==> src/hdl/emmc_init_sequencer_assert.svh <==
// Assertion macros shared by the eMMC init sequencer modules.
`ifndef EMMC_INIT_SEQUENCER_ASSERT_SVH
`define EMMC_INIT_SEQUENCER_ASSERT_SVH

// Same-cycle implication, clocked on clk, off during rst.
`define EIS_ASSERT_IMPL(lbl, ante, cons, msg) \
  lbl: assert property (@(posedge clk) disable iff (rst) (ante) |-> (cons)) else $error(msg);

// Next-cycle implication, clocked on clk, off during rst.
`define EIS_ASSERT_NEXT(lbl, ante, cons, msg) \
  lbl: assert property (@(posedge clk) disable iff (rst) (ante) |=> (cons)) else $error(msg);

`endif

==> src/hdl/eis_pkg.sv <==
// Package: codes, constants and the queued item type of the eMMC init sequencer.
package eis_pkg;

  localparam int EIS_QUEUE_DEPTH = 4;
  localparam int EXT_CSD_BYTES   = 512;

  // Request type codes
  localparam logic [2:0] REQ_START = 3'd0;
  localparam logic [2:0] REQ_RESP  = 3'd1;
  localparam logic [2:0] REQ_DATA  = 3'd2;
  localparam logic [2:0] REQ_TICK  = 3'd3;
  localparam logic [2:0] REQ_PAUSE = 3'd4;

  // Action codes
  localparam logic [1:0] ACT_ISSUE = 2'd1;
  localparam logic [1:0] ACT_PAUSE = 2'd2;
  localparam logic [1:0] ACT_DONE  = 2'd3;

  // Status codes
  localparam logic [2:0] ST_OK      = 3'd0;
  localparam logic [2:0] ST_INVALID = 3'd1;
  localparam logic [2:0] ST_TIMEOUT = 3'd2;
  localparam logic [2:0] ST_IO      = 3'd3;
  localparam logic [2:0] ST_UNSUP   = 3'd4;
  localparam logic [2:0] ST_CMDFAIL = 3'd5;

  // Response kinds
  localparam logic [2:0] RK_NONE = 3'd0;
  localparam logic [2:0] RK_R1   = 3'd1;
  localparam logic [2:0] RK_R1B  = 3'd2;
  localparam logic [2:0] RK_R2   = 3'd3;
  localparam logic [2:0] RK_R3   = 3'd4;

  // Command numbers
  localparam logic [5:0] CMD_GO_IDLE   = 6'd0;
  localparam logic [5:0] CMD_SEND_OP   = 6'd1;
  localparam logic [5:0] CMD_ALL_CID   = 6'd2;
  localparam logic [5:0] CMD_SET_RCA   = 6'd3;
  localparam logic [5:0] CMD_SELECT    = 6'd7;
  localparam logic [5:0] CMD_EXT_CSD   = 6'd8;
  localparam logic [5:0] CMD_SEND_CSD  = 6'd9;
  localparam logic [5:0] CMD_STATUS    = 6'd13;

  // Arguments and masks
  localparam logic [31:0] R1_ALLOWED     = 32'h0206_bf7f;
  localparam logic [31:0] CMD1_ARG       = 32'h40ff_8000;
  localparam logic [31:0] OCR_BUSY_MASK  = 32'h8000_0000;
  localparam logic [31:0] OCR_MODE_MASK  = 32'h6000_0000;
  localparam logic [31:0] OCR_MODE_SECT  = 32'h4000_0000;
  localparam logic [31:0] OCR_VOLT_MASK  = 32'h00ff_8000;
  localparam logic [31:0] RCA_ARG        = 32'h0001_0000;
  localparam logic [31:0] STATE_MASK     = 32'h0000_1f00;
  localparam logic [31:0] STATE_TRAN_RDY = 32'h0000_0900;

  // EXT_CSD byte positions
  localparam logic [8:0] XCSD_SEC_SIZE  = 9'd61;
  localparam logic [8:0] XCSD_PART_CFG  = 9'd179;
  localparam logic [8:0] XCSD_BUS_WIDTH = 9'd183;
  localparam logic [8:0] XCSD_HS_TIMING = 9'd185;
  localparam logic [8:0] XCSD_REV       = 9'd192;
  localparam logic [8:0] XCSD_SEC_CNT0  = 9'd212;
  localparam logic [8:0] XCSD_SEC_CNT1  = 9'd213;
  localparam logic [8:0] XCSD_SEC_CNT2  = 9'd214;
  localparam logic [8:0] XCSD_SEC_CNT3  = 9'd215;
  localparam logic [7:0] XCSD_MIN_REV   = 8'd2;

  typedef enum logic [2:0] {
    IK_START, IK_RESP, IK_DATA, IK_TICK, IK_PAUSE
  } item_kind_t;

  typedef enum logic [3:0] {
    CAP_NONE, CAP_SEC_SIZE, CAP_PART, CAP_BUS_WIDTH, CAP_TIMING, CAP_REV,
    CAP_SEC0, CAP_SEC1, CAP_SEC2, CAP_SEC3
  } cap_sel_t;

  // Classified item as it travels from front to back
  typedef struct packed {
    item_kind_t  kind;
    logic        cmd_failed;
    logic        r1_err;
    logic        ocr_busy;
    logic        ocr_bad;
    logic        tran_bad;
    logic [31:0] resp_word;
    cap_sel_t    cap_sel;
    logic [7:0]  data_byte;
    logic [15:0] tick_us;
  } eis_item_t;

endpackage

==> src/hdl/eis_req_if.sv <==
// Request channel interface of the eMMC init sequencer.
interface eis_req_if;
  logic        valid;
  logic        ready;
  logic [2:0]  req_type;
  logic        cmd_failed;
  logic [31:0] resp_word;
  logic [8:0]  data_index;
  logic [7:0]  data_byte;
  logic [15:0] tick_us;

  modport source (output valid, req_type, cmd_failed, resp_word, data_index, data_byte,
                  tick_us, input ready);
  modport sink (input valid, req_type, cmd_failed, resp_word, data_index, data_byte,
                tick_us, output ready);
endinterface

==> src/hdl/eis_rsp_if.sv <==
// Result channel interface of the eMMC init sequencer.
interface eis_rsp_if;
  logic        valid;
  logic        ready;
  logic [1:0]  action;
  logic [5:0]  cmd_index;
  logic [31:0] cmd_arg;
  logic [2:0]  resp_kind;
  logic        expects_data;
  logic [31:0] remaining_us;
  logic [2:0]  status;
  logic        card_ready;
  logic [31:0] ocr_value;
  logic [31:0] sector_count;

  modport source (output valid, action, cmd_index, cmd_arg, resp_kind, expects_data,
                  remaining_us, status, card_ready, ocr_value, sector_count, input ready);
  modport sink (input valid, action, cmd_index, cmd_arg, resp_kind, expects_data,
                remaining_us, status, card_ready, ocr_value, sector_count, output ready);
endinterface

==> src/hdl/eis_cfg_if.sv <==
// Configuration write channel interface of the eMMC init sequencer.
interface eis_cfg_if;
  logic        valid;
  logic        ready;
  logic [31:0] timeout_budget_us;

  modport source (output valid, timeout_budget_us, input ready);
  modport sink (input valid, timeout_budget_us, output ready);
endinterface

==> src/hdl/eis_front.sv <==
// Front end: accept requests, classify them and drop items that cannot matter.
module eis_front
  import eis_pkg::*;
(
  eis_req_if.sink   req,
  input  logic      can_push,
  output logic      push,
  output eis_item_t item
);

  logic keep;

  assign req.ready = can_push;

  always_comb begin
    item            = '0;
    item.cmd_failed = req.cmd_failed;
    item.resp_word  = req.resp_word;
    item.data_byte  = req.data_byte;
    item.tick_us    = req.tick_us;
    item.r1_err     = (req.resp_word & ~R1_ALLOWED) != 32'd0;
    item.ocr_busy   = (req.resp_word & OCR_BUSY_MASK) == 32'd0;
    item.ocr_bad    = ((req.resp_word & OCR_MODE_MASK) != OCR_MODE_SECT) ||
                      ((req.resp_word & OCR_VOLT_MASK) == 32'd0);
    item.tran_bad   = (req.resp_word & STATE_MASK) != STATE_TRAN_RDY;

    unique case (req.data_index)
      XCSD_SEC_SIZE:  item.cap_sel = CAP_SEC_SIZE;
      XCSD_PART_CFG:  item.cap_sel = CAP_PART;
      XCSD_BUS_WIDTH: item.cap_sel = CAP_BUS_WIDTH;
      XCSD_HS_TIMING: item.cap_sel = CAP_TIMING;
      XCSD_REV:       item.cap_sel = CAP_REV;
      XCSD_SEC_CNT0:  item.cap_sel = CAP_SEC0;
      XCSD_SEC_CNT1:  item.cap_sel = CAP_SEC1;
      XCSD_SEC_CNT2:  item.cap_sel = CAP_SEC2;
      XCSD_SEC_CNT3:  item.cap_sel = CAP_SEC3;
      default:        item.cap_sel = CAP_NONE;
    endcase

    // Bytes past the block or at positions nobody reads never reach the back.
    if ({1'b0, req.data_index} >= 10'(EXT_CSD_BYTES)) begin
      item.cap_sel = CAP_NONE;
    end

    unique case (req.req_type)
      REQ_START: begin
        item.kind = IK_START;
        keep      = 1'b1;
      end
      REQ_RESP: begin
        item.kind = IK_RESP;
        keep      = 1'b1;
      end
      REQ_DATA: begin
        item.kind = IK_DATA;
        keep      = item.cap_sel != CAP_NONE;
      end
      REQ_TICK: begin
        item.kind = IK_TICK;
        keep      = 1'b1;
      end
      REQ_PAUSE: begin
        item.kind = IK_PAUSE;
        keep      = 1'b1;
      end
      default: begin
        item.kind = IK_TICK;
        keep      = 1'b0;
      end
    endcase
  end

  assign push = req.valid && can_push && keep;

endmodule

==> src/hdl/eis_queue.sv <==
// Short queue of classified items between front and back.
`include "emmc_init_sequencer_assert.svh"
module eis_queue
  import eis_pkg::*;
#(
  parameter int DEPTH = EIS_QUEUE_DEPTH
) (
  input  logic      clk,
  input  logic      rst,
  input  logic      push,
  input  eis_item_t push_item,
  output logic      can_push,
  input  logic      pop,
  output logic      head_valid,
  output eis_item_t head
);

  localparam int PTR_W = (DEPTH > 1) ? $clog2(DEPTH) : 1;
  localparam int CNT_W = $clog2(DEPTH + 1);

  eis_item_t        slots [DEPTH];
  logic [PTR_W-1:0] wr_ptr;
  logic [PTR_W-1:0] rd_ptr;
  logic [CNT_W-1:0] count;

  function automatic logic [PTR_W-1:0] wrap_inc(input logic [PTR_W-1:0] p);
    if (p == PTR_W'(DEPTH - 1)) begin
      return '0;
    end
    return p + 1'b1;
  endfunction

  assign can_push   = count != CNT_W'(DEPTH);
  assign head_valid = count != '0;
  assign head       = slots[rd_ptr];

  always_ff @(posedge clk) begin
    if (push) begin
      slots[wr_ptr] <= push_item;
    end
  end

  always_ff @(posedge clk) begin
    if (rst) begin
      wr_ptr <= '0;
      rd_ptr <= '0;
      count  <= '0;
    end else begin
      if (push) begin
        wr_ptr <= wrap_inc(wr_ptr);
      end
      if (pop) begin
        rd_ptr <= wrap_inc(rd_ptr);
      end
      if (push && !pop) begin
        count <= count + 1'b1;
      end else if (pop && !push) begin
        count <= count - 1'b1;
      end
    end
  end

  `EIS_ASSERT_IMPL(a_pop_nonempty, pop, count != '0, "queue popped while empty")
  `EIS_ASSERT_NEXT(a_cnt_up, push && !pop, count == CNT_W'($past(count) + 1'b1), "count did not rise")
  `EIS_ASSERT_NEXT(a_cnt_dn, pop && !push, count == CNT_W'($past(count) - 1'b1), "count did not fall")

endmodule

==> src/hdl/eis_back.sv <==
// Back end: sequencer state, time budget, EXT_CSD capture and the result register.
`include "emmc_init_sequencer_assert.svh"
module eis_back
  import eis_pkg::*;
(
  input  logic      clk,
  input  logic      rst,
  eis_cfg_if.sink   cfg,
  eis_rsp_if.source rsp,
  input  logic      head_valid,
  input  eis_item_t head,
  output logic      pop
);

  typedef enum logic [3:0] {
    PH_IDLE, PH_CMD0, PH_PAUSE0, PH_CMD1, PH_PAUSE1, PH_CMD2, PH_CMD3,
    PH_CMD9, PH_CMD7, PH_CMD8, PH_CMD13
  } phase_t;

  phase_t      phase, phase_next;
  logic [31:0] budget;
  logic [31:0] elapsed, elapsed_next;
  logic [31:0] ocr, ocr_next;
  logic [7:0]  ext_rev, ext_rev_next;
  logic [2:0]  ext_part, ext_part_next;
  logic [7:0]  ext_bus, ext_bus_next;
  logic [7:0]  ext_timing, ext_timing_next;
  logic [7:0]  ext_sec_size, ext_sec_size_next;
  logic [31:0] sectors, sectors_next;
  logic        ready_flag, ready_flag_next;
  logic [5:0]  last_cmd, last_cmd_next;

  logic        out_valid;
  logic [1:0]  out_action;
  logic [31:0] out_arg;
  logic [2:0]  out_kind;
  logic        out_data;
  logic [31:0] out_remain;
  logic [2:0]  out_status;

  // Result of the item being popped
  logic        res_en;
  logic [1:0]  res_action;
  logic [31:0] res_arg;
  logic [2:0]  res_kind;
  logic        res_data;
  logic [31:0] res_remain;
  logic [2:0]  res_status;

  // Pending issue or finish requested by the decode
  logic        iss_en;
  logic [5:0]  iss_cmd;
  logic [31:0] iss_arg;
  logic [2:0]  iss_kind;
  logic        iss_data;
  phase_t      iss_phase;
  logic        fin_en;
  logic [2:0]  fin_status;

  logic        over;
  logic        r1_phase;
  logic [32:0] tick_sum;

  assign cfg.ready = 1'b1;
  assign pop       = head_valid && (!out_valid || rsp.ready);
  assign over      = elapsed >= budget;
  assign r1_phase  = (phase == PH_CMD3) || (phase == PH_CMD8) || (phase == PH_CMD13) ||
                     (phase == PH_CMD7);
  assign tick_sum  = {1'b0, elapsed} + {17'd0, head.tick_us};

  always_comb begin
    phase_next        = phase;
    elapsed_next      = elapsed;
    ocr_next          = ocr;
    ext_rev_next      = ext_rev;
    ext_part_next     = ext_part;
    ext_bus_next      = ext_bus;
    ext_timing_next   = ext_timing;
    ext_sec_size_next = ext_sec_size;
    sectors_next      = sectors;
    ready_flag_next   = ready_flag;
    last_cmd_next     = last_cmd;
    res_en            = 1'b0;
    res_action        = ACT_DONE;
    res_arg           = '0;
    res_kind          = RK_NONE;
    res_data          = 1'b0;
    res_remain        = '0;
    res_status        = ST_OK;
    iss_en            = 1'b0;
    iss_cmd           = CMD_GO_IDLE;
    iss_arg           = '0;
    iss_kind          = RK_NONE;
    iss_data          = 1'b0;
    iss_phase         = PH_IDLE;
    fin_en            = 1'b0;
    fin_status        = ST_OK;

    unique case (head.kind)
      IK_START: begin
        elapsed_next      = '0;
        ocr_next          = '0;
        ext_rev_next      = '0;
        ext_part_next     = '0;
        ext_bus_next      = '0;
        ext_timing_next   = '0;
        ext_sec_size_next = '0;
        sectors_next      = '0;
        ready_flag_next   = 1'b0;
        last_cmd_next     = CMD_GO_IDLE;
        res_en            = 1'b1;
        if (budget == 32'd0) begin
          phase_next = PH_IDLE;
          res_status = ST_INVALID;
        end else begin
          // Elapsed time was just cleared, so the budget cannot be spent yet.
          phase_next = PH_CMD0;
          res_action = ACT_ISSUE;
          res_remain = budget;
        end
      end
      IK_TICK: begin
        elapsed_next = tick_sum[32] ? '1 : tick_sum[31:0];
      end
      IK_DATA: begin
        if (phase == PH_CMD8) begin
          case (head.cap_sel)
            CAP_SEC_SIZE:  ext_sec_size_next = head.data_byte;
            CAP_PART:      ext_part_next     = head.data_byte[2:0];
            CAP_BUS_WIDTH: ext_bus_next      = head.data_byte;
            CAP_TIMING:    ext_timing_next   = head.data_byte;
            CAP_REV:       ext_rev_next      = head.data_byte;
            CAP_SEC0:      sectors_next[7:0]   = head.data_byte;
            CAP_SEC1:      sectors_next[15:8]  = head.data_byte;
            CAP_SEC2:      sectors_next[23:16] = head.data_byte;
            CAP_SEC3:      sectors_next[31:24] = head.data_byte;
            default:       ;
          endcase
        end
      end
      IK_PAUSE: begin
        if (phase == PH_PAUSE0 || phase == PH_PAUSE1) begin
          iss_en    = 1'b1;
          iss_cmd   = CMD_SEND_OP;
          iss_arg   = CMD1_ARG;
          iss_kind  = RK_R3;
          iss_phase = PH_CMD1;
        end
      end
      IK_RESP: begin
        if (phase != PH_IDLE && phase != PH_PAUSE0 && phase != PH_PAUSE1) begin
          if (over) begin
            fin_en     = 1'b1;
            fin_status = ST_TIMEOUT;
          end else if (head.cmd_failed) begin
            fin_en     = 1'b1;
            fin_status = ST_CMDFAIL;
          end else if (r1_phase && head.r1_err) begin
            fin_en     = 1'b1;
            fin_status = ST_IO;
          end else begin
            unique case (phase)
              PH_CMD0: begin
                phase_next = PH_PAUSE0;
                res_en     = 1'b1;
                res_action = ACT_PAUSE;
              end
              PH_CMD1: begin
                ocr_next = head.resp_word;
                if (head.ocr_busy) begin
                  phase_next = PH_PAUSE1;
                  res_en     = 1'b1;
                  res_action = ACT_PAUSE;
                end else if (head.ocr_bad) begin
                  fin_en     = 1'b1;
                  fin_status = ST_UNSUP;
                end else begin
                  iss_en    = 1'b1;
                  iss_cmd   = CMD_ALL_CID;
                  iss_kind  = RK_R2;
                  iss_phase = PH_CMD2;
                end
              end
              PH_CMD2: begin
                iss_en    = 1'b1;
                iss_cmd   = CMD_SET_RCA;
                iss_arg   = RCA_ARG;
                iss_kind  = RK_R1;
                iss_phase = PH_CMD3;
              end
              PH_CMD3: begin
                iss_en    = 1'b1;
                iss_cmd   = CMD_SEND_CSD;
                iss_arg   = RCA_ARG;
                iss_kind  = RK_R2;
                iss_phase = PH_CMD9;
              end
              PH_CMD9: begin
                iss_en    = 1'b1;
                iss_cmd   = CMD_SELECT;
                iss_arg   = RCA_ARG;
                iss_kind  = RK_R1B;
                iss_phase = PH_CMD7;
              end
              PH_CMD7: begin
                iss_en    = 1'b1;
                iss_cmd   = CMD_EXT_CSD;
                iss_kind  = RK_R1;
                iss_data  = 1'b1;
                iss_phase = PH_CMD8;
              end
              PH_CMD8: begin
                // Check the captured EXT_CSD fields against what the host supports.
                if (ext_rev < XCSD_MIN_REV || ext_part != 3'd0 || ext_bus != 8'd0 ||
                    ext_timing != 8'd0 || ext_sec_size != 8'd0 || sectors == 32'd0) begin
                  fin_en     = 1'b1;
                  fin_status = ST_UNSUP;
                end else begin
                  iss_en    = 1'b1;
                  iss_cmd   = CMD_STATUS;
                  iss_arg   = RCA_ARG;
                  iss_kind  = RK_R1;
                  iss_phase = PH_CMD13;
                end
              end
              PH_CMD13: begin
                fin_en = 1'b1;
                if (head.tran_bad) begin
                  fin_status = ST_IO;
                end else begin
                  ready_flag_next = 1'b1;
                  fin_status      = ST_OK;
                end
              end
              default: ;
            endcase
          end
        end
      end
      default: ;
    endcase

    // Issue: record the command, then check the budget before sending it.
    if (iss_en) begin
      last_cmd_next = iss_cmd;
      if (over) begin
        fin_en     = 1'b1;
        fin_status = ST_TIMEOUT;
      end else begin
        phase_next = iss_phase;
        res_en     = 1'b1;
        res_action = ACT_ISSUE;
        res_arg    = iss_arg;
        res_kind   = iss_kind;
        res_data   = iss_data;
        res_remain = budget - elapsed;
      end
    end

    if (fin_en) begin
      phase_next = PH_IDLE;
      res_en     = 1'b1;
      res_action = ACT_DONE;
      res_status = fin_status;
    end
  end

  always_ff @(posedge clk) begin
    if (rst) begin
      phase        <= PH_IDLE;
      budget       <= '0;
      elapsed      <= '0;
      ocr          <= '0;
      ext_rev      <= '0;
      ext_part     <= '0;
      ext_bus      <= '0;
      ext_timing   <= '0;
      ext_sec_size <= '0;
      sectors      <= '0;
      ready_flag   <= 1'b0;
      last_cmd     <= '0;
      out_valid    <= 1'b0;
    end else begin
      if (cfg.valid) begin
        budget <= cfg.timeout_budget_us;
      end
      if (pop) begin
        phase        <= phase_next;
        elapsed      <= elapsed_next;
        ocr          <= ocr_next;
        ext_rev      <= ext_rev_next;
        ext_part     <= ext_part_next;
        ext_bus      <= ext_bus_next;
        ext_timing   <= ext_timing_next;
        ext_sec_size <= ext_sec_size_next;
        sectors      <= sectors_next;
        ready_flag   <= ready_flag_next;
        last_cmd     <= last_cmd_next;
      end
      if (pop && res_en) begin
        out_valid <= 1'b1;
      end else if (rsp.ready) begin
        out_valid <= 1'b0;
      end
    end
    if (pop && res_en) begin
      out_action            <= res_action;
      out_arg               <= res_arg;
      out_kind              <= res_kind;
      out_data              <= res_data;
      out_remain            <= res_remain;
      out_status            <= res_status;
      rsp.cmd_index         <= last_cmd_next;
      rsp.card_ready        <= ready_flag_next;
      rsp.ocr_value         <= ocr_next;
      rsp.sector_count      <= sectors_next;
    end
  end

  assign rsp.valid        = out_valid;
  assign rsp.action       = out_action;
  assign rsp.cmd_arg      = out_arg;
  assign rsp.resp_kind    = out_kind;
  assign rsp.expects_data = out_data;
  assign rsp.remaining_us = out_remain;
  assign rsp.status       = out_status;

  `EIS_ASSERT_IMPL(a_ready_ok, out_valid && rsp.card_ready,
                   out_action == ACT_DONE && out_status == ST_OK, "card ready without clean finish")
  `EIS_ASSERT_IMPL(a_issue_only, out_valid && out_action != ACT_ISSUE,
                   out_arg == 32'd0 && out_remain == 32'd0 && !out_data,
                   "command fields set on a non-issue result")
  `EIS_ASSERT_NEXT(a_time_mono, pop && head.kind != IK_START,
                   elapsed >= $past(elapsed), "elapsed time went backward")

endmodule

==> src/hdl/emmc_init_sequencer.sv <==
// Top level of the eMMC card initialization sequencer.
//
// Usage: write the microsecond budget on cfg (always ready) while the block
// is idle, then send a start item on req. Each transfer on rsp tells the host
// to issue a command (cmd_index, cmd_arg, resp_kind, expects_data,
// remaining_us), to pause, or that bring-up finished with a status. The host
// answers with response, data byte, tick and pause-done items on req.
// Path: an item transferred on req is written into the item queue; when the
// back end pops it, its result is registered in the result register, and it
// transfers on rsp while rsp.ready is high.
// Throughput: one item per cycle while rsp does not hold a result off.
// Ticks, EXT_CSD bytes and out-of-phase items produce no result but still
// take a back end slot; unused bytes and unknown types drop at the front.
// Stall: while rsp is held off, the front keeps taking items into the queue
// until it fills, then drops req.ready.
// Reset: clears the queue, the result register, the budget and all captured
// card data; the sequencer waits for a start item.
module emmc_init_sequencer
  import eis_pkg::*;
#(
  parameter int QUEUE_DEPTH = EIS_QUEUE_DEPTH
) (
  input  logic      clk,
  input  logic      rst,
  eis_req_if.sink   req,
  eis_rsp_if.source rsp,
  eis_cfg_if.sink   cfg
);

  logic      push;
  logic      can_push;
  logic      pop;
  logic      head_valid;
  eis_item_t push_item;
  eis_item_t head;

  // Classify incoming items and filter out ones with no effect.
  eis_front u_front (
    .req      (req),
    .can_push (can_push),
    .push     (push),
    .item     (push_item)
  );

  // Hold classified items so either side can stall on its own.
  eis_queue #(
    .DEPTH (QUEUE_DEPTH)
  ) u_queue (
    .clk        (clk),
    .rst        (rst),
    .push       (push),
    .push_item  (push_item),
    .can_push   (can_push),
    .pop        (pop),
    .head_valid (head_valid),
    .head       (head)
  );

  // Advance the sequence and drive results.
  eis_back u_back (
    .clk        (clk),
    .rst        (rst),
    .cfg        (cfg),
    .rsp        (rsp),
    .head_valid (head_valid),
    .head       (head),
    .pop        (pop)
  );

endmodule

==> src/flat_wrapper.sv <==
// flat-port wrapper written by rule: the top's interface ports become plain ports
module emmc_init_sequencer_flat import eis_pkg::*;
#(
  parameter int QUEUE_DEPTH = EIS_QUEUE_DEPTH
)
  (clk, rst, req_valid, req_req_type, req_cmd_failed, req_resp_word, req_data_index, req_data_byte, req_tick_us, req_ready, rsp_valid, rsp_action, rsp_cmd_index, rsp_cmd_arg, rsp_resp_kind, rsp_expects_data, rsp_remaining_us, rsp_status, rsp_card_ready, rsp_ocr_value, rsp_sector_count, rsp_ready, cfg_valid, cfg_timeout_budget_us, cfg_ready);
  eis_req_if req_i ();
  eis_rsp_if rsp_i ();
  eis_cfg_if cfg_i ();
  input  logic clk;
  input  logic rst;
  input wire logic [$bits(req_i.valid)-1:0] req_valid;
  input wire logic [$bits(req_i.req_type)-1:0] req_req_type;
  input wire logic [$bits(req_i.cmd_failed)-1:0] req_cmd_failed;
  input wire logic [$bits(req_i.resp_word)-1:0] req_resp_word;
  input wire logic [$bits(req_i.data_index)-1:0] req_data_index;
  input wire logic [$bits(req_i.data_byte)-1:0] req_data_byte;
  input wire logic [$bits(req_i.tick_us)-1:0] req_tick_us;
  output wire logic [$bits(req_i.ready)-1:0] req_ready;
  output wire logic [$bits(rsp_i.valid)-1:0] rsp_valid;
  output wire logic [$bits(rsp_i.action)-1:0] rsp_action;
  output wire logic [$bits(rsp_i.cmd_index)-1:0] rsp_cmd_index;
  output wire logic [$bits(rsp_i.cmd_arg)-1:0] rsp_cmd_arg;
  output wire logic [$bits(rsp_i.resp_kind)-1:0] rsp_resp_kind;
  output wire logic [$bits(rsp_i.expects_data)-1:0] rsp_expects_data;
  output wire logic [$bits(rsp_i.remaining_us)-1:0] rsp_remaining_us;
  output wire logic [$bits(rsp_i.status)-1:0] rsp_status;
  output wire logic [$bits(rsp_i.card_ready)-1:0] rsp_card_ready;
  output wire logic [$bits(rsp_i.ocr_value)-1:0] rsp_ocr_value;
  output wire logic [$bits(rsp_i.sector_count)-1:0] rsp_sector_count;
  input wire logic [$bits(rsp_i.ready)-1:0] rsp_ready;
  input wire logic [$bits(cfg_i.valid)-1:0] cfg_valid;
  input wire logic [$bits(cfg_i.timeout_budget_us)-1:0] cfg_timeout_budget_us;
  output wire logic [$bits(cfg_i.ready)-1:0] cfg_ready;
  assign req_i.valid = req_valid;
  assign req_i.req_type = req_req_type;
  assign req_i.cmd_failed = req_cmd_failed;
  assign req_i.resp_word = req_resp_word;
  assign req_i.data_index = req_data_index;
  assign req_i.data_byte = req_data_byte;
  assign req_i.tick_us = req_tick_us;
  assign req_ready = req_i.ready;
  assign rsp_valid = rsp_i.valid;
  assign rsp_action = rsp_i.action;
  assign rsp_cmd_index = rsp_i.cmd_index;
  assign rsp_cmd_arg = rsp_i.cmd_arg;
  assign rsp_resp_kind = rsp_i.resp_kind;
  assign rsp_expects_data = rsp_i.expects_data;
  assign rsp_remaining_us = rsp_i.remaining_us;
  assign rsp_status = rsp_i.status;
  assign rsp_card_ready = rsp_i.card_ready;
  assign rsp_ocr_value = rsp_i.ocr_value;
  assign rsp_sector_count = rsp_i.sector_count;
  assign rsp_i.ready = rsp_ready;
  assign cfg_i.valid = cfg_valid;
  assign cfg_i.timeout_budget_us = cfg_timeout_budget_us;
  assign cfg_ready = cfg_i.ready;
  emmc_init_sequencer #(.QUEUE_DEPTH(QUEUE_DEPTH)) u_core (.clk(clk), .rst(rst), .req(req_i), .rsp(rsp_i), .cfg(cfg_i));
endmodule
==> config.mk <==
export PLATFORM = sky130hd
export DESIGN_NAME = emmc_init_sequencer_flat
export DESIGN_NICKNAME = d
export VERILOG_FILES = /design/src/hdl/eis_pkg.sv /design/src/hdl/eis_req_if.sv /design/src/hdl/eis_rsp_if.sv /design/src/hdl/eis_cfg_if.sv /design/src/hdl/eis_front.sv /design/src/hdl/eis_queue.sv /design/src/hdl/eis_back.sv /design/src/hdl/emmc_init_sequencer.sv /design/src/flat_wrapper.sv
export VERILOG_INCLUDE_DIRS = /design/src /design/src/hdl
export SDC_FILE = /design/constraint.sdc
export NUM_CORES = 1
export LEC_CHECK = 0
export BUFFER_PORTS_ARGS = -buffer_cell sky130_fd_sc_hd__buf_2
export CAP_MARGIN = 0
export CELL_PAD_IN_SITES_DETAIL_PLACEMENT = 1
export CELL_PAD_IN_SITES_GLOBAL_PLACEMENT = 2
export CORE_UTILIZATION = 44
export CTS_CLUSTER_DIAMETER = 100
export DETAILED_ROUTE_END_ITERATION = 10
export GPL_TIMING_DRIVEN = 0
export HOLD_SLACK_MARGIN = 0.03
export PLACE_DENSITY = 0.87
export SLEW_MARGIN = 10
export SYNTH_ARGS = -nofsm -noshare
export SYNTH_HDL_FRONTEND = slang
export SYNTH_SLANG_ARGS = --single-unit
export TNS_END_PERCENT = 20
==> constraint.sdc <==
create_clock -name clk -period 9.2 [get_ports clk]
set_clock_uncertainty 0.1 [all_clocks]
set_input_delay 0.46 -clock clk [delete_from_list [all_inputs] [get_ports clk]]
set_output_delay 0.46 -clock clk [all_outputs]
set_load 0.01 [all_outputs]
Yosys cells after proc, flatten, opt, wreduce, memory -nomap -nowiden
Memory sizes are Yosys's and may differ from the RTL's. A register that Yosys moved wholly into a read port is not among the register bits.
Cells that the tools add are included.

storage, ports and cells
  output and inout bits = 147
  input port bits = 106
  word-level logic and storage cells = 306
  flip-flop bits (word level) = 326
  memories kept = 1
  memory bits (writable) = 272

memory list
  name                  words  width  rd ports  clocked after memory_dff  write ports  line             source
  u_core.u_queue.slots  4      68     1         1                         1            eis_queue.sv:21  eis_item_t slots [DEPTH];

operators by class
  multiplexer cells = 166
  add/sub/neg operators = 6
  equal/unequal tests = 49
  $lt $le $gt $ge = 2
  reduce and logical (&&, ||, !) cells = 53
  bitwise logic cells = 3

operators with widths
  kind                                                              count
  32-bit two-way mux                                                11
  32-bit case mux with 2 select lines                               3
  32-bit logical NOT                                                4
  8-bit two-way mux                                                 12
  9-bit by 8-bit == test with 1-bit output (second input constant)  8
  17-bit two-way mux                                                4
  4-bit two-way mux                                                 17
  8-bit case mux with 2 select lines                                4
  31-bit case mux with 2 select lines                               1
  3-bit two-way mux                                                 18
  1-bit two-way mux                                                 53
  4-bit case mux with 6 select lines                                2
  2-bit two-way mux                                                 18
  4-bit case mux with 9 select lines                                1
  17-bit case mux with 2 select lines                               1
  32-bit by 16-bit adder with 33-bit output                         1
  4-bit by 3-bit == test with 1-bit output (second input constant)  8
  32-bit >= comparator                                              1
  4-bit case mux with 2 select lines                                4
  32-bit nonzero test                                               1
  32-bit subtractor                                                 1
  31-bit two-way mux                                                1
  8-bit nonzero test                                                3
  4-bit == test (second input constant)                             5
  other kinds (39)                                                  97

Depth between registers and ports, before layout
Gate-level depths: netlist of the first run.

  depth after elaboration = 18
  depth in mapped cells = 18
  mapped depth without buffers = 13

By module
A second synthesis of the first run with hierarchy kept.

second synthesis, totals
  cells, all modules = 2003
  area total of the unflattened synthesis = 25459.4 µm²

by module, submodules not included
  module     sequential area each (µm²)  area each (µm²)  cells an instance  instances
  eis_back   6876.6                      14462.6          1500               1
  eis_queue  8348.0                      10277.4          401                1
  eis_front  0.0                         719.4            102                1

Worst setup path before layout of the first run
Ideal clock, no wire load.

  kind = flip-flop to flip-flop
  from = reg u_core.u_back.budget[0]
  to = reg u_core.u_back.out_action[0] (netlist: u_core.u_back.rsp.action[0]) (enable)
  cell stages (with the launch flop) = 14
  arrival = 4.867 ns
  required time = 8.634 ns
  path slack = 3.767 ns
  clock period less this slack = 5.433 ns
  library setup time = 0.466 ns
  buffers on the path = 1
  path through = dfxtp_1 inv_1 ha_1 fa_1 nand2b_1 a211oi_1 o311ai_1 a21bo_2 a21oi_1 buf_2 and4_1 a31o_2 o21ai_1 inv_1

on the way
  cells in the longest elaborated chain, start to end = 8
  elaborated cells between the ends (all ways) = 16
  classes of those cells = order compare (1); mux (14); reduce/logical (1)

RTL lines
  what                                                                     line             source
  start, declared                                                          eis_back.sv:21   logic [31:0] budget;
  start signal, assigned                                                   eis_back.sv:285  budget <= cfg.timeout_budget_us;
  32-bit >= comparator (*)                                                 eis_back.sv:66   assign over = elapsed >= budget;
  1-bit two-way mux                                                        eis_back.sv:152  if (over) begin
  1-bit two-way mux                                                        eis_back.sv:151  if (phase != PH_IDLE && phase != PH_PAUSE0 && phase != PH_PAUSE1) begin
  1-bit case mux with 2 select lines or 1-bit two-way mux (tied branches)  eis_back.sv:99   unique case (head.kind)
  1-bit two-way mux                                                        eis_back.sv:246  if (over) begin
  1-bit two-way mux                                                        eis_back.sv:244  if (iss_en) begin
  1-bit two-way mux (*)                                                    eis_back.sv:260  if (fin_en) begin
  1-bit logical AND (*)                                                    eis_back.sv:306  if (pop && res_en) begin
  end signal, assigned                                                     eis_back.sv:307  out_action <= res_action;
  end, declared                                                            eis_back.sv:34   logic [1:0] out_action;

Mark *: on every way between the ends. The rest lies on a longest branch, timed or not.
A chain may end at the register's enable or synchronous reset.

==> impl_metrics.yaml, run 1 <==
timing:
  rsz0062_at_grt: "false"
  drv_slew: 0
  setup_violations: 0
  period_share_pct: 64.2
  setup_tns_ns: 0
  hold_viol: 0
  min_period_ns: 5.90
  fmax_mhz: 169
  tightestPinTransition_ns: 1.07
  max-slew-margin-rel_pct: 28.3
floorplan:
  core-area_sq_um: 55400
  start_util_pct: 44.8
  top_level_ports: 253
  dieWidth_um: 240
  die_height_um: 240
  row_count: 86
  die_area_sq_um: 57400
clock_tree:
  cts_sinks: 568
  cts_tree: "built"
  clockBufferDepth: 3
  ctsHtreeMaxLevel: 2
  postCtsSetupRepairBufs: 0
  clkTransAtPathRegs_ns: 0.06
  cts_buffers: 60
  clk_latency_ns: 0.65
  root_buffer: "clkbuf_16"
place:
  globalplace.congestion: 0.898
  portBuffers: 228
  place_hpwl_um: 50300
worst_setup_path:
  crit_top_cell: "clkbuf_1"
  r2r-end: "u_core.u_back.elapsed[31]$_SDFFE_PP0P_"
  crit_chain: "buf_2 > buf_2 > buf_1 > clkbuf_1 > buf_1 > mux4_2 > ha_1 > o21a_1 > o21ai_0 > a21oi_1 > nand3_1 > a31oi_1 > and3_1 > clkbuf_1 > clkbuf_1 > nand2_1 > o21ai_0"
  cpPeakStageDelay_ns: 0.61
  worst_ep_required_time_ns: 9.62
  cp_max_fo: 10
  cp_num_buf_inv: 7
  crit_family: "buffers and inverters"
  arrival_ns: 6.32
  endpoint_kind: "flop"
  crit_type: "flop to flop"
  rrSetupSlack_ns: 3.30
  start_kind: "flop"
  crit_slowest_cell: "buf_1"
  r2r.worst_path.cells: 17
detailed_routing:
  first_pass_iters: 6
  final_antenna_net_count: 0
  wire_per_inst_um: 23.0
  drtIter0Drc: 1153
  vias_per_cell: 5.64
  via_count: 17759
  wl_um: 72500
  drc_errors: 0
global_route:
  overflow: 0
  grt_max_degree: 66
  grt_usage_pct: 25.1
  grt_pass1_vias: 18898
  antenna_found_initial: 7
  grt_pass1_wl_um: 110000
layout:
  layout-drive-gt1-share_pct: 20.2
  final_util_pct: 54.6
  nets: 2508
  syn2layout_area_growth_pct: 21.8
min_path:
  holdPathEnd: "u_core.u_back.budget[2]$_SDFFE_PP0P_"
  hp-class: "input port to flop"
  worstHoldPathCells: 3
  min_from: "cfg_timeout_budget_us[2]"
power_and_ir_drop:
  leakagePower_uw: 0.0113
  internal_power_uw: 5260
  pwr-share-clk_pct: 34.8
  seqPwrFrac_pct: 39.5
  power.share.switching_pct: 31.2
  p_switching_uw: 2380
  p_per_area_nw_per_um2: 253
  pwr-share-comb_pct: 25.7
  ir_drop_mv: 0.191
synthesis:
  synth.ff_latch_count: 568
  seq_area_frac_synth_pct: 61.3
  syn_inst: 1941
  avgSynthCellArea_sq_um: 12.8
  synth_area_sq_um: 24800
  synthDistinctLibCells: 82
  ys.flop_type: "edfxtp_1"
  yosysWarnings: 0
  async_flop_share_pct: 0
  synth_edf_count: 385
run_status:
  outcome: "finished, final reports clean"
job:
  cap_violations: 0
## sequential cells by signal, indices dropped and copies added, names as in the netlist, 7 cells and up, named ones only
| signal | count |
|---|---|
| u_core.u_back.rsp.remaining_us | 32 |
| u_core.u_back.sectors | 32 |
| u_core.u_queue.slots | 272 |
| u_core.u_back.ext_timing | 8 |
| u_core.u_back.budget | 32 |
| u_core.u_back.ext_bus | 8 |
| u_core.u_back.elapsed | 32 |
| u_core.u_back.rsp.sector_count | 32 |
| u_core.u_back.ext_sec_size | 8 |
| u_core.u_back.ext_rev | 7 |
| u_core.u_back.ocr | 32 |
| u_core.u_back.rsp.ocr_value | 32 |
## power groups by stage
stage | combinational [uW] | clock (uW) | sequential [uW]
6_report | 1960 | 2660 | 3020
3_3_place_gp | 1840 | 0 | 3080
5_1_grt | 2140 | 2790 | 3030
3_5_place_dp | 1910 | 0 | 3070
2_1_floorplan | 1250 | 0 | 3100
4_1_cts | 1960 | 2700 | 3020
## per-layer routing
metal | vias up | wire length, um | track usage, %
li1 | 8154 | - | -
met5 | - | 40 | 0
met3 | 99 | 3560 | 4.30
met1 | 9062 | 31300 | 32.9
met4 | 6 | 1390 | 6.55
met2 | 438 | 36200 | 42.9
## cell usage in the layout (no fill, tap or decap), types with 11 or more instances in the layout
cell             n
dfxtp_1        183
inv_1           52
a21o_1          26
mux4_2          66
o21a_1          11
xor2_1          18
nand4_1         20
mux2i_1         77
nand2b_1        13
a31oi_1         15
buf_1           14
o21ai_0         86
a22o_1         101
edfxtp_1       385
dlygate4sd3_1   88
xnor2_1         18
a21oi_1        102
clkbuf_8        16
buf_2          247
nand2_1        171
conb_1          23
buf_4           37
nor4_1          30
clkbuf_1        61
nor3_1          27
and3_1          21
clkbuf_16       60
nor2_1         155
ha_1            54
nand3_1         27
## cell type report
cell class                      count  area, sq um
Antenna cell                        4         10.0
Buffer                            120          613
Clock buffer                       87         1760
Clock inverter                     27          450
Fill cell                        5663        25200
Inverter                           54          208
Multi-Input combinational cell   1220         8890
Sequential cell                   568        15200
Tap cell                          748          936
Timing Repair Buffer              321         2150
## cells in the mapped netlist, drive strengths merged (53+ instances only)
master	count	area share, %
a21oi	103	2.1
a22o	101	3.6
buf	70	1.7
dfxtp	183	15
edfxtp	385	47
ha	54	2.7
inv	53	0.80
mux2i	77	3.1
mux4	66	6.0
nand2	172	2.6
nor2	157	2.4
o21ai	92	1.9
## worst max path at each step
stage | from | to | cells past startpoint | slack [ns]
2_1_floorplan | u_core.u_back.budget[0]$_SDFFE_PP0P_ | u_core.u_back.rsp.action[0]$_SDFFCE_PN1P_ | 13 | 3.77
3_5_place_dp | flop | u_core.u_back.elapsed[31]$_SDFFE_PP0P_ | 17 | 3.41
4_1_cts | flop | u_core.u_back.elapsed[31]$_SDFFE_PP0P_ | 17 | 3.27
5_1_grt | flop | u_core.u_back.elapsed[31]$_SDFFE_PP0P_ | 17 | 2.94
3_3_place_gp | u_core.u_back.budget[0]$_SDFFE_PP0P_ | u_core.u_back.rsp.remaining_us[9]$_DFFE_PP_ | 14 | 2.21
6_report | flop | u_core.u_back.elapsed[31]$_SDFFE_PP0P_ | 17 | 3.30
## worst register-to-register path: stages, from the launching register on
cell	delay (ns)
dfxtp_1	0.31
buf_2	0.20
buf_2	0.32
buf_1	0.62
clkbuf_1	0.55
buf_1	0.59
mux4_2	0.41
ha_1	0.39
o21a_1	0.15
o21ai_0	0.16
a21oi_1	0.28
nand3_1	0.13
a31oi_1	0.26
and3_1	0.20
clkbuf_1	0.22
clkbuf_1	0.45
nand2_1	0.26
o21ai_0	0.16
## cells by family (layout without fill, tap and decap cells)
group	count (synthesis)	after routing	share of synthesized area (%)
DFF	568	568	61.3
other	2	27	0.0302
xor gates and xnor gates	36	36	1.27
and+or+nand+nor	529	529	10.0
muxes	145	145	9.18
AOI/OAI and AO/OA	430	430	11.9
buffers and inverters	174	609	3.28
adders and majority gates	57	57	2.96
## through the flow
| step | hold WS (ns) | total power, uW | worst slack [ns] | cell area (sq um) | cells |
|---|---|---|---|---|---|
| after floorplan | 0.321 | 4340 | 3.77 | 24900 | 1962 |
| after global placement | 0.334 | 4930 | 2.21 | 27000 | 2938 |
| after detailed placement | 0.339 | 4980 | 3.41 | 27100 | 2943 |
| after CTS | 0.0400 | 7680 | 3.27 | 30200 | 3145 |
| after global routing | 0.0765 | 7960 | 2.94 | 30200 | 3149 |
| final | 0.0685 | 7640 | 3.30 | 30200 | 3149 |
## what timing repair did
action,CTS,global route
hold endpoints to repair,259,0
hold buffers,88,0
gates resized for setup,0,0
Power figures use the tool's default switching activity.
==> run 2: changes to the inputs <==
- CORE_UTILIZATION: 44 -> 41
- PLACE_DENSITY: 0.87 -> 0.82
- clock period: 9.2 -> 5.6 ns (I/O delays scaled with it)
==> impl_metrics.yaml, run 2 (same netlist as run 1, synthesis figures left out) <==
floorplan:
  top_level_ports: 253
  dieWidth_um: 248
  die_area_sq_um: 61600
  die_height_um: 248
  start_util_pct: 41.8
  core-area_sq_um: 59500
  row_count: 89
clock_tree:
  clkTransAtPathRegs_ns: 0.06
  postCtsSetupRepairBufs: 0
  root_buffer: "clkbuf_16"
  cts_tree: "built"
  ctsHtreeMaxLevel: 2
  clockBufferDepth: 3
  cts_sinks: 568
  cts_buffers: 59
  clk_latency_ns: 0.65
global_route:
  grt_pass1_wl_um: 106000
  grt_pass1_vias: 18291
  grt_max_degree: 66
  antenna_found_initial: 6
  overflow: 0
  grt_usage_pct: 22.6
run_status:
  outcome: "finished, final reports clean"
place:
  place_hpwl_um: 48700
  portBuffers: 228
  globalplace.congestion: 0.903
  dp_cells: 2968
timing:
  min_period_ns: 5.19
  hold_viol: 0
  drv_slew: 0
  rsz0062_at_grt: "false"
  setup_violations: 0
  tightestPinTransition_ns: 1.08
  fmax_mhz: 193
  period_share_pct: 92.6
  setup_tns_ns: 0
  max-slew-margin-rel_pct: 27.5
  fin_hold_ws_ns: 0.0472
layout:
  syn2layout_area_growth_pct: 21.4
  largest_register: "u_core.u_queue.slots"
  final_cell_mix: "385 x edfxtp_1, 244 x buf_2, 183 x dfxtp_1"
  nets: 2514
  largest_reg_flops: 272
  nFillCells: 6197
  final_util_pct: 50.7
  multiInputGateArea_sq_um: 8890
  final_cells: 3179
  layout_commonest_cell: "edfxtp_1"
  seqCellArea_sq_um: 15200
  layout-drive-gt1-share_pct: 19.8
detailed_routing:
  final_antenna_net_count: 0
  drc_errors: 0
  wire_per_inst_um: 21.9
  vias_per_cell: 5.52
  drtIter0Drc: 985
  via_count: 17536
  wl_um: 69700
  first_pass_iters: 7
power_and_ir_drop:
  leakagePower_uw: 0.0112
  p_per_area_nw_per_um2: 404
  ir_drop_mv: 0.289
min_path:
  hp-class: "input port to flop"
worst_setup_path:
  cpPeakStageDelay_ns: 0.55
  crit_slowest_cell: "mux4_2"
  endpoint_kind: "flop"
  cp_max_fo: 10
  crit_chain: "buf_4 > buf_2 > buf_4 > clkbuf_4 > clkbuf_4 > mux4_2 > ha_1 > o21a_1 > o21ai_0 > a21oi_1 > nand3_1 > a31oi_1 > clkbuf_1 > nand2_1 > o41ai_1 > nor2_1"
  worst_ep_required_time_ns: 5.99
  start_kind: "flop"
  arrival_ns: 5.58
  crit_type: "flop to flop"
job:
  cap_violations: 0
## run 2: per-stage QoR
| step | cell area, sq um | power (uW) | worst slack [ns] |
|---|---|---|---|
| CTS | 30100 | 12300 | 0.0625 |
| floorplan | 24900 | 7130 | 0.167 |
| detailed placement | 27200 | 8180 | -0.370 |
| finish | 30100 | 12200 | 0.412 |
| global placement | 27000 | 8100 | -1.51 |
| global route | 30100 | 12700 | 0.0641 |
## run 2: worst paths after layout
kind / from / end / slack (ns) / depth (start not counted)
setup / recovery: flop / u_core.u_back.elapsed[26]$_SDFFE_PP0P_ / 0.41 / 16
hold / removal: cfg_valid / u_core.u_back.budget[21]$_SDFFE_PP0P_ / 0.05 / 3
setup reg to reg: flop / u_core.u_back.elapsed[26]$_SDFFE_PP0P_ / 0.41 / 16
hold reg to reg: u_core.u_back.last_cmd[5]$_SDFFE_PP0P_ / u_core.u_back.last_cmd[5]$_SDFFE_PP0P_ / 0.36 / 1
## run 2: final cells by class
type	instances	share of cell area [%]
inverters	54	0.689
flip-flops and latches	568	50.5
plain buffers	118	2.04
clock buffers	76	5.34
multi-input cells	1220	29.5
repair buffers	330	7.44
clock inverters	35	1.26
diodes	5	0.0415
well taps	773	3.21
## run 2: worst max-delay path: cells and delay by family, from the launching register on
kind / cells / cell delay, ns
buf+inv: 6 / 1.95
compound gates: 5 / 1.31
mux: 1 / 0.55
simple gates: 3 / 0.40
fa+ha+maj: 1 / 0.38
flops: 1 / 0.32
## run 2: layer usage
layer | vias to the layer above | GRT usage, % | share of wire [%]
li1 | 8161 | - | -
met1 | 8887 | 30.4 | 45
met2 | 384 | 38.0 | 49
met3 | 100 | 3.71 | 4.5
met4 | 4 | 5.65 | 2.0
met5 | - | 0 | 0.026
## run 2: report_power, final
part | leakage, uW | internal (uW) | switching, uW
registers | 0.00500 | 4810 | 138
logic | 0.00527 | 1180 | 2020
clock network | 0.000974 | 2320 | 1700
total | 0.0112 | 8310 | 3860
## run 2: timing repair
item                                    CTS  global route
endpoints found under the setup margin   30            28
hold buffers                             97             0
pin swaps                                 0             1
gates resized for setup                   1             4
endpoints found under the hold margin   295             0
